===== src/sv/prt_pkg.sv =====
// Package for the proximity reservation table: request, response and entry types,
// the request kind codes and the fixed field widths.
// No dependencies.
package prt_pkg;

  localparam int COORD_BITS      = 24;
  localparam int OWNER_BITS      = 32;
  localparam int RADIUS_BITS     = 21;
  localparam int DEFAULT_ENTRIES = 64;
  localparam logic [RADIUS_BITS-1:0] RADIUS_RESET = RADIUS_BITS'(4096);
  // A squared distance below a 21-bit radius needs every axis magnitude below 2^11.
  localparam int MAG_BITS        = (RADIUS_BITS + 1) / 2;
  localparam int SQ_BITS         = 2 * MAG_BITS;
  localparam int SUM_BITS        = SQ_BITS + 2;

  typedef enum logic [2:0] {
    KIND_CLEAR   = 3'd0,
    KIND_OCCUPY  = 3'd1,
    KIND_RELEASE = 3'd2,
    KIND_QUERY   = 3'd3,
    KIND_QUERY_X = 3'd4
  } prt_kind_e;

  typedef enum logic [1:0] {
    ST_IDLE,
    ST_SCAN,
    ST_DRAIN,
    ST_FIN
  } prt_state_e;

  typedef struct packed {
    logic [2:0]                   kind;
    logic [OWNER_BITS-1:0]        owner_id;
    logic signed [COORD_BITS-1:0] pos_x;
    logic signed [COORD_BITS-1:0] pos_y;
    logic signed [COORD_BITS-1:0] pos_z;
  } prt_req_t;

  typedef struct packed {
    logic occupied;
    logic table_full;
  } prt_rsp_t;

  typedef struct packed {
    logic                         valid;
    logic [OWNER_BITS-1:0]        owner;
    logic signed [COORD_BITS-1:0] x;
    logic signed [COORD_BITS-1:0] y;
    logic signed [COORD_BITS-1:0] z;
  } prt_entry_t;

endpackage


===== src/sv/prt_cell.sv =====
// One storage cell of the reservation ring: holds one entry and takes its
// neighbor's entry on every shift. Depends on prt_pkg.
module prt_cell
  import prt_pkg::*;
(
  input  logic       clk_i,
  input  logic       rst_ni,
  input  logic       shift_i,
  input  logic       set_valid_i,
  input  prt_entry_t ent_i,
  output prt_entry_t ent_o
);

  logic       valid_q;
  prt_entry_t data_q;

  // The valid bit is control state and is cleared by reset.
  always_ff @(posedge clk_i or negedge rst_ni) begin
    if (!rst_ni) begin
      valid_q <= 1'b0;
    end else if (shift_i) begin
      valid_q <= ent_i.valid;
    end else if (set_valid_i) begin
      valid_q <= 1'b1;
    end
  end

  // Owner and position move along with the valid bit.
  always_ff @(posedge clk_i) begin
    if (shift_i) begin
      data_q <= ent_i;
    end
  end

  always_comb begin
    ent_o       = data_q;
    ent_o.valid = valid_q;
  end

endmodule


===== src/sv/prt_dist.sv =====
// Pipelined squared-distance test between the head entry and the request point.
// Three stages: differences, squares, sum and compare. Depends on prt_pkg.
module prt_dist
  import prt_pkg::*;
(
  input  logic                         clk_i,
  input  logic                         rst_ni,
  input  logic                         count_i,
  input  logic signed [COORD_BITS-1:0] ex_i,
  input  logic signed [COORD_BITS-1:0] ey_i,
  input  logic signed [COORD_BITS-1:0] ez_i,
  input  logic signed [COORD_BITS-1:0] px_i,
  input  logic signed [COORD_BITS-1:0] py_i,
  input  logic signed [COORD_BITS-1:0] pz_i,
  input  logic [RADIUS_BITS-1:0]       radius_i,
  output logic                         hit_o
);

  localparam int DW = COORD_BITS + 1;

  logic signed [DW-1:0] dx_q, dy_q, dz_q;
  logic                 cnt1_q, cnt2_q, near_q;
  logic [SQ_BITS-1:0]   sqx_q, sqy_q, sqz_q;
  logic [DW-1:0]        mx, my, mz;
  logic                 near_d;
  logic [SUM_BITS-1:0]  sum;

  // Valid flags of the pipeline.
  always_ff @(posedge clk_i or negedge rst_ni) begin
    if (!rst_ni) begin
      cnt1_q <= 1'b0;
      cnt2_q <= 1'b0;
    end else begin
      cnt1_q <= count_i;
      cnt2_q <= cnt1_q;
    end
  end

  // Stage one: per-axis differences, one bit wider than a coordinate.
  always_ff @(posedge clk_i) begin
    dx_q <= DW'(ex_i) - DW'(px_i);
    dy_q <= DW'(ey_i) - DW'(py_i);
    dz_q <= DW'(ez_i) - DW'(pz_i);
  end

  // Stage two: magnitudes; any axis at or above 2^MAG_BITS can never match.
  always_comb begin
    mx = dx_q[DW-1] ? DW'(-dx_q) : DW'(dx_q);
    my = dy_q[DW-1] ? DW'(-dy_q) : DW'(dy_q);
    mz = dz_q[DW-1] ? DW'(-dz_q) : DW'(dz_q);
    near_d = (mx[DW-1:MAG_BITS] == '0) && (my[DW-1:MAG_BITS] == '0) &&
             (mz[DW-1:MAG_BITS] == '0);
  end

  always_ff @(posedge clk_i) begin
    near_q <= near_d;
    sqx_q  <= mx[MAG_BITS-1:0] * mx[MAG_BITS-1:0];
    sqy_q  <= my[MAG_BITS-1:0] * my[MAG_BITS-1:0];
    sqz_q  <= mz[MAG_BITS-1:0] * mz[MAG_BITS-1:0];
  end

  // Stage three: sum of squares against the radius.
  assign sum   = SUM_BITS'(sqx_q) + SUM_BITS'(sqy_q) + SUM_BITS'(sqz_q);
  assign hit_o = cnt2_q && near_q && (sum < SUM_BITS'(radius_i));

endmodule


===== src/sv/proximity_reservation_table.sv =====
// A request is accepted while idle and then passes through the states SCAN, DRAIN and FIN;
// done_o strobes in FIN, and the next request is accepted the cycle after the strobe,
// so the block does not take a new request before it is through with the last one.
// A request's run is set by the ring of cells, which rotates the whole table once past
// the single distance and key unit, followed by a drain that empties its pipeline.
// Reset empties the table and sets the radius to 64 squared (4096); results cannot be stalled.
module proximity_reservation_table
  import prt_pkg::*;
#(
  parameter int ENTRIES = DEFAULT_ENTRIES
) (
  input  logic                   clk_i,
  input  logic                   rst_ni,
  input  logic                   start,
  output logic                   busy,
  input  prt_req_t               req_i,
  output logic                   done_o,
  output prt_rsp_t               rsp_o,
  input  logic                   cfg_we_i,
  input  logic [RADIUS_BITS-1:0] cfg_wdata_i
);

  localparam int IDX_W = (ENTRIES > 1) ? $clog2(ENTRIES) : 1;

  prt_state_e             state_q, state_d;
  prt_req_t               req_q;
  logic [IDX_W-1:0]       idx_q, free_idx_q;
  logic                   found_q, free_seen_q, drain_q;
  logic                   occ_q, full_q;
  logic [RADIUS_BITS-1:0] radius_q;
  prt_entry_t             ent [ENTRIES];
  prt_entry_t             head, head_mod;
  logic                   own_hit, take_free, counted, dist_hit, shift, set_free;
  logic                   is_query;
  logic                   accept;

  assign accept   = start && !busy;
  assign busy     = (state_q != ST_IDLE);
  assign shift    = (state_q == ST_SCAN);
  assign is_query = (req_q.kind == KIND_QUERY) || (req_q.kind == KIND_QUERY_X);
  assign set_free = (state_q == ST_DRAIN) && !drain_q && (req_q.kind == KIND_OCCUPY) &&
                    !found_q && free_seen_q;

  // Ring of cells; cell 0 is the head, whose updated entry re-enters at the tail.
  for (genvar k = 0; k < ENTRIES; k++) begin : g_cell
    prt_cell u_cell (
      .clk_i      (clk_i),
      .rst_ni     (rst_ni),
      .shift_i    (shift),
      .set_valid_i(set_free && (free_idx_q == IDX_W'(k))),
      .ent_i      ((k == ENTRIES - 1) ? head_mod : ent[(k + 1) % ENTRIES]),
      .ent_o      (ent[k])
    );
  end

  assign head = ent[0];

  // Key match and the update applied to the head entry as it passes.
  always_comb begin
    head_mod  = head;
    own_hit   = head.valid && (head.owner == req_q.owner_id);
    take_free = !head.valid && !free_seen_q;
    counted   = 1'b0;
    unique case (req_q.kind)
      KIND_CLEAR: begin
        head_mod.valid = 1'b0;
      end
      KIND_OCCUPY: begin
        // A free slot gets the entry at once but stays invalid until the lap ends.
        if (own_hit || (take_free && !found_q)) begin
          head_mod.owner = req_q.owner_id;
          head_mod.x     = req_q.pos_x;
          head_mod.y     = req_q.pos_y;
          head_mod.z     = req_q.pos_z;
        end
      end
      KIND_RELEASE: begin
        if (own_hit) begin
          head_mod.valid = 1'b0;
        end
      end
      KIND_QUERY: begin
        counted = shift && head.valid;
      end
      KIND_QUERY_X: begin
        counted = shift && head.valid && !own_hit;
      end
      default: begin
      end
    endcase
  end

  prt_dist u_dist (
    .clk_i   (clk_i),
    .rst_ni  (rst_ni),
    .count_i (counted),
    .ex_i    (head.x),
    .ey_i    (head.y),
    .ez_i    (head.z),
    .px_i    (req_q.pos_x),
    .py_i    (req_q.pos_y),
    .pz_i    (req_q.pos_z),
    .radius_i(radius_q),
    .hit_o   (dist_hit)
  );

  // Sequencer: one lap of the ring, a short drain, then the result strobe.
  always_comb begin
    state_d = state_q;
    unique case (state_q)
      ST_IDLE:  if (accept) state_d = ST_SCAN;
      ST_SCAN:  if (idx_q == IDX_W'(ENTRIES - 1)) state_d = ST_DRAIN;
      ST_DRAIN: if (drain_q) state_d = ST_FIN;
      ST_FIN:   state_d = ST_IDLE;
      default:  state_d = ST_IDLE;
    endcase
  end

  always_ff @(posedge clk_i or negedge rst_ni) begin
    if (!rst_ni) begin
      state_q <= ST_IDLE;
    end else begin
      state_q <= state_d;
    end
  end

  // Scan bookkeeping and result flags.
  always_ff @(posedge clk_i or negedge rst_ni) begin
    if (!rst_ni) begin
      idx_q       <= '0;
      found_q     <= 1'b0;
      free_seen_q <= 1'b0;
      free_idx_q  <= '0;
      drain_q     <= 1'b0;
      occ_q       <= 1'b0;
      full_q      <= 1'b0;
    end else if (accept) begin
      idx_q       <= '0;
      found_q     <= 1'b0;
      free_seen_q <= 1'b0;
      drain_q     <= 1'b0;
      occ_q       <= 1'b0;
      full_q      <= 1'b0;
    end else begin
      if (state_q == ST_SCAN) begin
        idx_q <= idx_q + IDX_W'(1);
        if (own_hit) begin
          found_q <= 1'b1;
        end
        if (take_free) begin
          free_seen_q <= 1'b1;
          free_idx_q  <= idx_q;
        end
      end
      if (state_q == ST_DRAIN) begin
        drain_q <= 1'b1;
        if (!drain_q && (req_q.kind == KIND_OCCUPY) && !found_q && !free_seen_q) begin
          full_q <= 1'b1;
        end
      end
      if (dist_hit) begin
        occ_q <= 1'b1;
      end
    end
  end

  // Request capture.
  always_ff @(posedge clk_i) begin
    if (accept) begin
      req_q <= req_i;
    end
  end

  // Radius register.
  always_ff @(posedge clk_i or negedge rst_ni) begin
    if (!rst_ni) begin
      radius_q <= RADIUS_RESET;
    end else if (cfg_we_i) begin
      radius_q <= cfg_wdata_i;
    end
  end

  assign done_o           = (state_q == ST_FIN);
  assign rsp_o.occupied   = done_o && occ_q && is_query;
  assign rsp_o.table_full = done_o && full_q;

  // A finished request frees the block in the next cycle.
  a_done_frees: assert property (@(posedge clk_i) disable iff (!rst_ni)
    done_o |=> !busy) else $error("busy after result strobe");

  // An accepted request starts a lap.
  a_accept_scan: assert property (@(posedge clk_i) disable iff (!rst_ni)
    accept |=> (state_q == ST_SCAN) && (idx_q == '0)) else $error("lap did not start");

  // Only an occupy can report a full table, and never together with a hit.
  a_full_only_occupy: assert property (@(posedge clk_i) disable iff (!rst_ni)
    rsp_o.table_full |-> (req_q.kind == KIND_OCCUPY) && !rsp_o.occupied)
    else $error("full flag on wrong request");

  // The distance unit only reports during a query lap or its drain.
  a_hit_in_query: assert property (@(posedge clk_i) disable iff (!rst_ni)
    dist_hit |-> is_query && ((state_q == ST_SCAN) || (state_q == ST_DRAIN)))
    else $error("stray distance hit");

endmodule


===== config.mk =====
export PLATFORM = sky130hd
export DESIGN_NAME = proximity_reservation_table
export DESIGN_NICKNAME = d
export VERILOG_FILES = /design/src/sv/prt_pkg.sv /design/src/sv/prt_cell.sv /design/src/sv/prt_dist.sv /design/src/sv/proximity_reservation_table.sv
export SDC_FILE = /design/constraint.sdc
export NUM_CORES = 2
export LEC_CHECK = 0
export BUFFER_PORTS_ARGS = -buffer_cell sky130_fd_sc_hd__buf_2
export CORE_ASPECT_RATIO = 1.1
export CORE_MARGIN = 10
export CORE_UTILIZATION = 58
export CTS_BUF_LIST = sky130_fd_sc_hd__clkbuf_8
export DETAILED_ROUTE_END_ITERATION = 10
export GPL_TIMING_DRIVEN = 0
export PLACE_DENSITY = 0.74
export SYNTH_ARGS = -nofsm -noshare
export SYNTH_HDL_FRONTEND = slang
export SYNTH_SLANG_ARGS = --single-unit

===== constraint.sdc =====
create_clock -name clk_i -period 398.8 [get_ports clk_i]
set_clock_uncertainty 0.1 [all_clocks]
set_input_delay 19.94 -clock clk_i [delete_from_list [all_inputs] [get_ports clk_i]]
set_output_delay 19.94 -clock clk_i [all_outputs]
set_load 0.01 [all_outputs]

**After elaboration in Yosys (flattened, before gate mapping)**

Index checks and enable logic that the tools add are counted.

- Input port bits: 132
- Output and inout port bits: 4
- Word-level logic and storage cells: 761
- Flip-flop bits (word level): 7011

- Bitwise logic cells: 1
- Mux-type cells: 155
- $add $sub $neg: 9
- Reduce and logical (&&, ||, !) cells: 174
- Multipliers: 3
- Eq/ne operators: 75
- Order comparisons: 1

Operator list:

| operator | count |
|---|---|
| $mux W104 | 2 |
| $eq A6 B6 Y1 const B | 33 |
| $mux W1 | 142 |
| $reduce_bool A2 Y1 | 71 |
| $eq A6 B5 Y1 const B | 16 |
| $logic_and A1 B1 Y1 | 84 |
| $mux W25 | 3 |
| $neg A25 Y25 | 3 |
| $sub A24 B24 Y25 | 3 |
| $mul A11 B11 Y22 | 3 |
| $eq A6 B4 Y1 const B | 8 |
| $logic_not A14 Y1 | 3 |
| $eq A32 B32 Y1 | 1 |
| $add A24 B22 Y24 | 1 |
| $eq A6 B3 Y1 const B | 4 |
| $lt A24 B21 Y1 | 1 |
| $add A22 B22 Y23 | 1 |
| $eq A6 B2 Y1 const B | 2 |
| $mux W6 | 2 |
| $pmux W2 S4 | 1 |
| $add A6 B1 Y6 const B | 1 |
| $eq A3 B2 Y1 const B | 2 |
| $eq A6 B1 Y1 const B | 1 |
| $logic_not A1 Y1 | 6 |
| 15 further kinds | 24 |

**Longest topological paths before layout**

- Depth after elaboration: 8
- Mapped depth: 28
- Gate-level depth less buffers: 27

**By module**

A second synthesis with hierarchy kept.

- Cell total of the unflattened synthesis: 9724
- Area total of the unflattened synthesis: 229232.4 sq um

Modules (own cells, without submodules):

| module | times used | sequential area each (sq um) | cells each | area each (sq um) |
|---|---|---|---|---|
| prt_cell | 64 | 3148.0 | 109 | 3168.0 |
| prt_dist | 1 | 2832.7 | 2251 | 19307.3 |
| proximity_reservation_table | 1 | 4215.3 | 497 | 7170.6 |

**Least setup slack after synthesis**

No wires, ideal clock.

- Kind: reg-to-reg
- From: register state_q[0]
- To: register g_cell[0].u_cell.data_q (netlist bit g_cell[0].u_cell.ent_o[0]) (enable)
- Arrival time: 151.286 ns
- Path buffers: 0
- Cell stages (with the launch flop): 2
- Path slack: 239.373 ns
- Setup time: 8.041 ns
- Required time: 390.659 ns
- Clock period less this slack: 159.427 ns
- Path through: dfrtp_1 > ha_1

- Word-level cells in the longest chain between the ends: 1

RTL lines:

| element | RTL line | text |
|---|---|---|
| start: declaration | proximity_reservation_table.sv:25 | `prt_state_e state_q, state_d;` |
| start signal: assignment | proximity_reservation_table.sv:123 | `state_q <= state_d;` |
| $eq A2 B1 Y1 | proximity_reservation_table.sv:39 | `assign shift = (state_q == ST_SCAN);` |
| end signal: assignment | prt_cell.sv:31 | `data_q <= ent_i;` |
| end: declaration | prt_cell.sv:15 | `prt_entry_t data_q;` |

No other way between the ends.
A chain may end at the register's enable or synchronous reset.

==> results.md <==
- Outcome: finished, final reports clean
- Reg2reg start: u_dist.dx_q[0]
- CP Max Fanout: 4
- Pin count of the biggest net entering global routing: between 80 and 90
- Top cell type's share of synthesized area: 88.9%
- Sequential-to-total area share from yosys stat: between 90% and 100%
- Cell area after layout: roughly 0.26 sq mm
- Final Cycle Share: 5.63%
- Hold Path Depth: 0
- Ys Warns: 0
- RR Endpoint: u_dist.sqx_q[18]
- Crit end category: output pin
- Max_cap viols: 0
- Final setup fails: 0
- Die width: 618 um
- RSZ-0062 raised after global routing: no
- Count of different cell masters after synthesis: 70
- Crit Path Class: flip-flop to output pin
- Cts bufs inserted: 963
- Area of the die: 0.419 sq mm
- Post-Synth XOR/XNOR Area: 0.905%
- Dpl cell area: 0.239 sq mm
- Clk root buf: clkbuf_8
- Synth Register Bits: 7,008
- Worst reg2reg setup slack: 390.24 ns
- Initial DRC count: around 8,000
- Combinational family with the most area after synthesis: adder cells
- Detailed Route WL: 336,000 um
- Slew HR: a little under a fifth
- Worst-margin pin slew: 1.22 ns
- Max clock buf depth: 4
- Synth Area in Adders: 3.37%
- Simple-Gate Fraction of Synth Area: 1.61%
- Port buffer count: about 140
- I/O pin count: 136
- Reg2Reg Depth: 25
- Area leader, netlist: edfxtp_1
- Main synth FF type: edfxtp_1
- Die H: 678 um
- Peak per-stage delay on the critical path: 0.44 ns
- Share of layout cells above drive strength 1: 13.6%
- Crit path time final: 22.44 ns
- Skew-Pair Late Insertion Delay: about 1.3 ns
- Rows: 241
- DRC errors left: 0
- Vias in the first global route: 88,900
- First-pass DRT Iterations: 5
- Top post-synthesis cells by area: edfxtp_1 (89%), fa_1 (1.7%), ha_1 (1.6%), dfxtp_1 (1.2%), dfrtp_1 (1.1%)
- Final Hold Fails: 0
- Initial antenna violation count: 20
- Total Routing Usage GR: 16.0%
- CTS clk-pin slew, worst paths: 0.06 ns
- Worst setup SP type: flip-flop
- Multiplexer area fraction after synthesis: less than 1%
- H-Tree Depth: 6
- Synth Cell Area: 0.228 sq mm
- Setup TNS: 0 ns
- Crit path cell chain: or3_1 > a21oi_1 > buf_2
- Core Area: 0.392 sq mm
- Via density: between 5 and 6
- Worst Hold Class: flip-flop to flip-flop
- Syn avg cell area: between 20 and 25 sq um
- GRT overflow: 0
- CTS resizes: 0
- Ys async rst share: ~1.5%
- Compound-gate portion of the synthesized area: under 10%
- Placer Congestion: 0.824
- Hold_buf cts: 0
- Min-delay src: g_cell[15].u_cell.ent_o[74]
- Via count: 87,800
- Post-CTS setup buffers: 0
- Post-DP HPWL: around 180,000 um
- Worst path arrival time: between 2 and 2.5 ns
- Max Freq: 0.0446 GHz
- Detail Route Antenna Nets: 0
- Cell count after synthesis: roughly 9,700
- Clock sinks: 7,008
- First-pass GRT wire length: about 530,000 um
- Number of fill cells: 23,600
- Initial Utilization: 58.3%
- WL/cell: just under 20 um
- Worst hold path endpoint: g_cell[14].u_cell.ent_o[74]
- EDFF count, synth: ~6,800
- CTS tree: yes
- Final #Nets: 11,500
- Crit path required time: 378.76 ns
- CP max stage cell: edfxtp_1
- Pins Over Slew Limit: 0
- P&R area growth vs syn: 12.4%
[flip-flops by register name, summed over array words and instances (netlist names), 21 cells and up]
name                   count
g_cell.u_cell.ent_o     6656
req_q                    107
g_cell.u_cell.valid_q     64
u_dist.dx_q               25
u_dist.dy_q               25
u_dist.dz_q               25
radius_q                  21
u_dist.sqx_q              21
u_dist.sqy_q              21
u_dist.sqz_q              21
[metal layers]
layer / global-route usage [%] / vias up / share of wire (%)
li1: - / 40200 / -
met1: 25.4 / 44700 / 47
met2: 23.0 / 2225 / 46
met3: 2.93 / 580 / 5.2
met4: 4.95 / 0 / 2.3
met5: 0 / - / 0
[Yosys cell counts, drive strengths merged, types with 35 or more instances]
library cell	number
fa	196
clkbuf	55
xor2	91
nor3	63
mux2	113
nor2	254
dfrtp	105
edfxtp	6763
dfxtp	139
a21oi	171
a21o	39
inv	423
o21ai	189
ha	301
nand2	246
xnor2	145
nor2b	35
nand3	52
[metrics by stage]
step / hold WS [ns] / util, % / cells / setup WS (ns)
2_1_floorplan: 0.231 / - / 9705 / 239.37
3_3_place_gp: 0.240 / 60.1 / 15100 / 200.62
3_5_place_dp: 0.243 / 60.9 / 15200 / 376.74
4_1_cts: 0.246 / 65.5 / 16900 / 376.20
5_1_grt: 0.270 / 65.5 / 16900 / 376.17
6_report: 0.255 / 65.5 / 17000 / 376.36
[layout by cell type, fill, tap and decap left out, types with 105 or more instances in the layout]
cell / n
buf_2: 134
a21oi_1: 171
nor2_1: 254
dfrtp_1: 105
inv_1: 702
o21ai_0: 187
clkbuf_8: 970
clkinv_1: 289
dfxtp_1: 139
fa_1: 196
clkinv_2: 133
edfxtp_1: 6763
nand2_1: 246
xnor2_1: 145
mux2_2: 113
ha_1: 300
[critical path: cells and delay by family, from the launching register on]
family,cells,cell delay [ns]
flip-flops,1,0.44
AND/OR/NAND/NOR,1,0.40
AO/OA/AOI/OAI,1,0.15
buffers and inverters,1,0.15
[worst max path at each step]
stage / start / endpoint / slack, ns / depth (start not counted)
after floorplan: state_q[0] / g_cell[0].u_cell.ent_o[0] / 239.37 / 1
after global placement: state_q[0] / g_cell[33].u_cell.ent_o[36] / 200.62 / 1
after detailed placement: start / req_q[35] / 376.74 / 5
after CTS: req_q[104] / rsp_o[1] / 376.20 / 3
after global routing: req_q[104] / rsp_o[1] / 376.17 / 3
final: req_q[104] / rsp_o[1] / 376.36 / 3
[logic make-up after synthesis]
group	count (synthesis)
DFF	7008
and+or+nand+nor	797
AOI/OAI and AO/OA	557
adders and majority gates	497
buffers and inverters	489
xor gates and xnor gates	236
muxes	119
other	1
[cell type report]
type	instances	area (sq um)	area share, %
Sequential cell	7008	209000	81.2
Multi-Input combinational cell	2208	18200	7.07
Clock buffer	970	13400	5.20
Tap cell	5224	6540	2.54
Clock inverter	800	5000	1.94
Timing Repair Buffer	240	3470	1.35
Inverter	433	1630	0.633
Buffer	56	216	0.0842
Antenna cell	14	35.0	0.0136
Power is not shown: default switching activity piles up to over one toggle a cycle in this logic, so the estimate is an artifact.
